### src/rtl/ssgf_pkg.sv
// shared types and constants of the spherical shell gaussian field core
// used by ssgf_poly, ssgf_prep, ssgf_out and the top core; no dependencies
`timescale 1ns / 1ps

package ssgf_pkg;

	localparam logic [30:0] ONE_Q30    = 31'd1073741824;
	localparam logic [29:0] LN2_Q30    = 30'd744261118;
	localparam logic [30:0] HALFPI_Q30 = 31'd1686629713;
	// floor(2^46 / LN2_Q30): a * 2^14 / ln2 estimated as (a * LN2_RECIP) >> 32
	localparam logic [16:0] LN2_RECIP  = 17'd94548;
	// exp cutoff, u >= 6.0 in the unshifted Q32 product
	localparam logic [65:0] EXP_CUT    = 66'd25769803776;

	localparam int POLY_EXP = 0;
	localparam int POLY_SIN = 1;

	typedef enum logic [1:0] {
		REG_RADIUS = 2'd0,
		REG_DECAY  = 2'd1,
		REG_FREQ   = 2'd2,
		REG_PHASE  = 2'd3
	} cfg_reg_t;

	typedef struct packed {
		logic [30:0] radius;
		logic [30:0] decay;
		logic [30:0] freq;
		logic [15:0] phase;
	} cfg_t;

	typedef struct packed {
		logic [5:0]  n;
		logic [31:0] t2;
		logic [30:0] th;
		logic        neg;
		logic        uf;
	} exp_side_t;

	typedef struct packed {
		logic [30:0] pe;
		logic [5:0]  n;
		logic [30:0] th;
		logic        neg;
		logic        uf;
	} sin_side_t;

	function automatic int poly_terms(int sel);
		return (sel == POLY_EXP) ? 12 : 5;
	endfunction

	// horner divisors, innermost term first
	function automatic int poly_div(int sel, int i);
		int d;
		d = 6;
		if (sel == POLY_EXP) begin
			d = 12 - i;
		end else begin
			case (i)
				0: d = 110;
				1: d = 72;
				2: d = 42;
				3: d = 20;
				default: d = 6;
			endcase
		end
		return d;
	endfunction

endpackage

### src/rtl/ssgf_out.sv
// output stages: sine finish, exp scaling, product, rounding, sign and saturation
// depends on ssgf_pkg for the side struct and constants
`timescale 1ns / 1ps

module ssgf_out #(
	parameter int OW = 16
) (
	input  logic                 clk,
	input  logic                 arst_n,
	input  logic                 in_valid,
	output logic                 in_ready,
	input  logic [30:0]          in_p,
	input  ssgf_pkg::sin_side_t  in_side,
	output logic                 out_valid,
	input  logic                 out_ready,
	output logic signed [OW-1:0] out_val
);

	localparam int NSTG = 3;
	localparam int SH   = 61 - OW;
	localparam int MW   = OW + 2;
	localparam logic [62:0]   RND  = 63'(64'd1 << (SH - 1));
	localparam logic [MW-1:0] VMAX = MW'((64'd1 << (OW - 1)) - 64'd1);

	logic [NSTG-1:0] v;
	logic [NSTG:0]   go;
	logic [NSTG-1:0] vin;

	logic [61:0] sp;
	logic [31:0] s_s1;
	logic [30:0] e_s1;
	logic        neg_s1;
	logic        uf_s1;

	logic [62:0] prod_s2;
	logic        neg_s2;
	logic        uf_s2;

	logic [62:0]   msum;
	logic [MW-1:0] m;
	logic [MW-1:0] mc;
	logic [OW-1:0] val;
	logic [OW-1:0] field_s3;

	assign go[NSTG] = out_ready;
	assign vin      = {v[NSTG-2:0], in_valid};

	for (genvar i = 0; i < NSTG; i++) begin : g_ctl
		assign go[i] = !v[i] || go[i+1];
		always_ff @(posedge clk or negedge arst_n) begin
			if (!arst_n) begin
				v[i] <= 1'b0;
			end else if (go[i]) begin
				v[i] <= vin[i];
			end
		end
	end

	assign sp   = 62'(in_p) * 62'(in_side.th);
	assign msum = prod_s2 + RND;
	assign m    = MW'(msum >> SH);

	always_comb begin
		mc  = '0;
		val = '0;
		if (!uf_s2) begin
			if (neg_s2) begin
				mc  = (m > VMAX + 1'b1) ? VMAX + 1'b1 : m;
				val = OW'(~mc + 1'b1);
			end else begin
				mc  = (m > VMAX) ? VMAX : m;
				val = OW'(mc);
			end
		end
	end

	always_ff @(posedge clk) begin
		if (go[0]) begin
			s_s1   <= sp[61:30];
			e_s1   <= in_side.pe >> in_side.n;
			neg_s1 <= in_side.neg;
			uf_s1  <= in_side.uf;
		end
		if (go[1]) begin
			prod_s2 <= 63'(e_s1) * 63'(s_s1);
			neg_s2  <= neg_s1;
			uf_s2   <= uf_s1;
		end
		if (go[2]) begin
			field_s3 <= val;
		end
	end

	assign in_ready  = go[0];
	assign out_valid = v[NSTG-1];
	assign out_val   = $signed(field_s3);

	a_exp_le_one: assert property (@(posedge clk) disable iff (!arst_n)
		v[0] |-> e_s1 <= ssgf_pkg::ONE_Q30)
		else $error("scaled exp above one");

	a_uf_zero: assert property (@(posedge clk) disable iff (!arst_n)
		v[1] && uf_s2 && go[2] |=> v[2] && field_s3 == '0)
		else $error("underflowed point gave a nonzero field");

	a_pos_sign: assert property (@(posedge clk) disable iff (!arst_n)
		v[1] && !neg_s2 && go[2] |=> !field_s3[OW-1])
		else $error("positive cosine half gave a negative field");

endmodule

### config.mk
export PLATFORM = sky130hd
export DESIGN_NAME = ssgf_out
export DESIGN_NICKNAME = d
export VERILOG_FILES = /design/src/rtl/ssgf_pkg.sv /design/src/rtl/ssgf_out.sv
export SDC_FILE = /design/constraint.sdc
export NUM_CORES = 2
export LEC_CHECK = 0
export BUFFER_PORTS_ARGS = -buffer_cell sky130_fd_sc_hd__buf_2
export CORE_AREA = 2 2 333 335
export DETAILED_ROUTE_END_ITERATION = 8
export DIE_AREA = 0 0 335 337
export PLACE_DENSITY = 0.86
export REMOVE_ABC_BUFFERS = 1
export SETUP_SLACK_MARGIN = 0.15
export SLEW_MARGIN = 15
export SYNTH_ARGS = -nofsm -noshare
export SYNTH_HDL_FRONTEND = slang
export SYNTH_SLANG_ARGS = --single-unit
### constraint.sdc
create_clock -name clk -period 7.1 [get_ports clk]
set_input_delay 1.42 -clock clk [delete_from_list [all_inputs] [get_ports clk]]
set_output_delay 1.42 -clock clk [all_outputs]
set_load 0.05 [all_outputs]
==> impl_metrics.tcl <==
set metrics [dict create \
    finClkSkew_ps 15.6 \
    finalCriticalPeriod_ps 8470 \
    regToRegSetupSlack_ps -1360 \
    die_area_um2 113000 \
    avgSynthCellArea_um2 9.39 \
    seqCellArea_um2 3140 \
    grt-ovfl-total 0 \
    pre_cts_ws_ps -1990 \
    drv_cap 0 \
    netlist_instances 7071 \
    finalWirelength_um 201000 \
    rows 122 \
    critPathMaxFanout 8 \
    areaGrowthSynthToFinish_pct 15.4 \
    required_ps 7260 \
    cpMaxStageDelayCell "fa_1" \
    crit_family "adder cells" \
    crit_path_start_kind "input port" \
    max_clock_freq_mhz 118 \
    first_global_vias 60000 \
    drtAntennaViolNets 0 \
    cts_root_buf "clkbuf_16" \
    yosys-top-cells-area "fa_1 51%, and2_1 9.8%, ha_1 9.6%" \
    yosys_warnings 0 \
    port_buffers 122 \
    synth.mux.area_fraction_pct 1.23 \
    synth_compound_area_share_pct 3.49 \
    ys_seq_area_share_pct 4.73 \
    dp_hpwl_um 148000 \
    synth_top_cell_by_area "fa_1" \
    crit_type "input port to register" \
    max_slew_margin_pct 33.0 \
    grt_max_degree 67 \
    cts_max_level 3 \
    hold_viol 0 \
    wire_per_inst_um 22.5 \
    dr.pass1.iters 6 \
    ys_types 79 \
    synth_top_family_by_area "adder cells" \
    dr_total_vias 53300 \
    syn_area_um2 66400 \
    final-max-slew-violation-count 0 \
    cts_tree "built" \
    gp_congestion 0.948 \
    synth_commonest_cells "1701 x fa_1, 1565 x inv_1, 1036 x and2_1" \
    cts_inserted_buffers 9 \
    cp.arrival_ps 8630 \
    clk_pin_slew_ps 90 \
    tightest_slew_ps 1000 \
    io_pins 123 \
    violations "setup timing" \
    synth-simple-area-share_pct 17.4 \
    grt_first_pass_wirelength_um 309000 \
    multi_input_area_um2 57400 \
    die_width_um 335 \
    start_util_pct 60.6 \
    yosysMostFrequentCell "fa_1" \
    synthAdderAreaFrac_pct 60.9 \
    synth_top_area_share_pct 51.3 \
    nNetsFinal 9812 \
    clockBufferDepth 2 \
    synth_ff_type "edfxtp_1" \
    synth_xor_area_share_pct 1.04 \
    rsz0062_at_grt "yes" \
    crit_buf_inv 7 \
    die_h_um 337 \
    clk_latency_ps 410 \
    viasPerCell 5.97 \
    fin_crit_sh_pct 119 \
    core_area_um2 110000 \
    clock_sinks 105 \
    drt-initial-drc-count 5554 \
    async_flop_share_pct 2.86 \
    synth_edf_count 102 \
    end_kind "register" \
    hold_path.class "register to register" \
    setup_viol 51 \
    drc_errors 0 \
    crit_top_cell "fa_1" \
    status "complete, but fails checks" \
    critPathMaxStageDelay_ps 580 \
    ys_ff_latch 105 \
    layout-drive-gt1-share_pct 16.9 \
    fillers 6956 \
    antenna_found_initial 10 \
    grt_usage_pct 35.2 \
    setup_ws_ps -1370 \
]
[final timing paths]
path,endpoint,from,depth (start not counted)
max,s_s1[26],in_side[18],25
min,neg_s2,neg_s1,0
max reg2reg,prod_s2[59],e_s1[16],28
min reg2reg,neg_s2,neg_s1,0
max in group asynchronous,out_valid,arst_n,1
min in group asynchronous,v[0],arst_n,1
[flip-flops by register name, summed over array words and instances (netlist names)]
name / count
uf_s1: 1
out_val: 16
neg_s2: 1
prod_s2: 19
uf_s2: 1
neg_s1: 1
s_s1: 32
out_valid: 1
v: 2
e_s1: 31
[placed cells by master, fill, tap and decap left out, drive strengths merged, types with 5 or more instances in the layout]
| cell type | n |
|---|---|
| a211oi | 22 |
| a21o | 53 |
| a21oi | 118 |
| a221oi | 11 |
| a31o | 5 |
| a31oi | 17 |
| and2 | 1036 |
| and3 | 8 |
| and4 | 6 |
| buf | 837 |
| clkbuf | 12 |
| diode | 11 |
| edfxtp | 102 |
| fa | 1701 |
| ha | 507 |
| inv | 1568 |
| mux2 | 12 |
| mux2i | 23 |
| mux4 | 20 |
| nand2 | 996 |
| nand2b | 16 |
| nand3 | 30 |
| nand4 | 30 |
| nor2 | 84 |
| nor2b | 18 |
| nor3 | 30 |
| o211ai | 7 |
| o21a | 6 |
| o21ai | 61 |
| o21bai | 9 |
| o22ai | 5 |
| o31ai | 7 |
| xnor2 | 51 |
| xor2 | 28 |
[metal layers]
| layer | vias to the layer above | GRT usage, % | share of wire, % |
|---|---|---|---|
| met5 | - | 0 | 0.028 |
| met4 | 8 | 23.5 | 8.4 |
| met3 | 1361 | 8.10 | 11 |
| met2 | 3816 | 59.2 | 48 |
| met1 | 26600 | 40.3 | 32 |
| li1 | 21500 | - | - |
[per-stage QoR]
stage	utilization (%)	std cells	instance area, µm²	setup TNS [ps]	hold WS (ps)
floorplan	-	6644	64800	-24150	400
global placement	66.0	8769	72400	-63020	446
detailed placement	66.0	8769	72400	-70420	460
CTS	68.9	8887	75500	-37940	481
global route	69.9	8933	76600	-62350	489
finish	69.9	8941	76600	-55920	466
[cells by family after synthesis]
| family | Yosys count |
|---|---|
| and+or+nand+nor | 2277 |
| AOI/OAI and AO/OA | 354 |
| muxes | 55 |
| DFF | 105 |
| buffers and inverters | 1993 |
| xor gates and xnor gates | 79 |
| adders and majority gates | 2208 |
[timing repair]
action	in CTS	in global routing
pin swaps	304	179
cloned	16	1
resized for setup	446	184
buffers inserted	86	41
hold buffers	0	0
setup endpoints to repair	51	51
[area by class of cell]
| cell class | instances | area share, % |
|---|---|---|
| Multi-Input combinational cell | 4973 | 75.0 |
| Timing Repair Buffer | 844 | 10.5 |
| Inverter | 1566 | 7.67 |
| Sequential cell | 105 | 4.10 |
| Tap cell | 1426 | 2.33 |
| Clock buffer | 9 | 0.294 |
| Clock inverter | 7 | 0.114 |
| Antenna cell | 11 | 0.0359 |
Power is not shown: default switching activity piles up to over one toggle a cycle in this logic, so the estimate is an artifact.
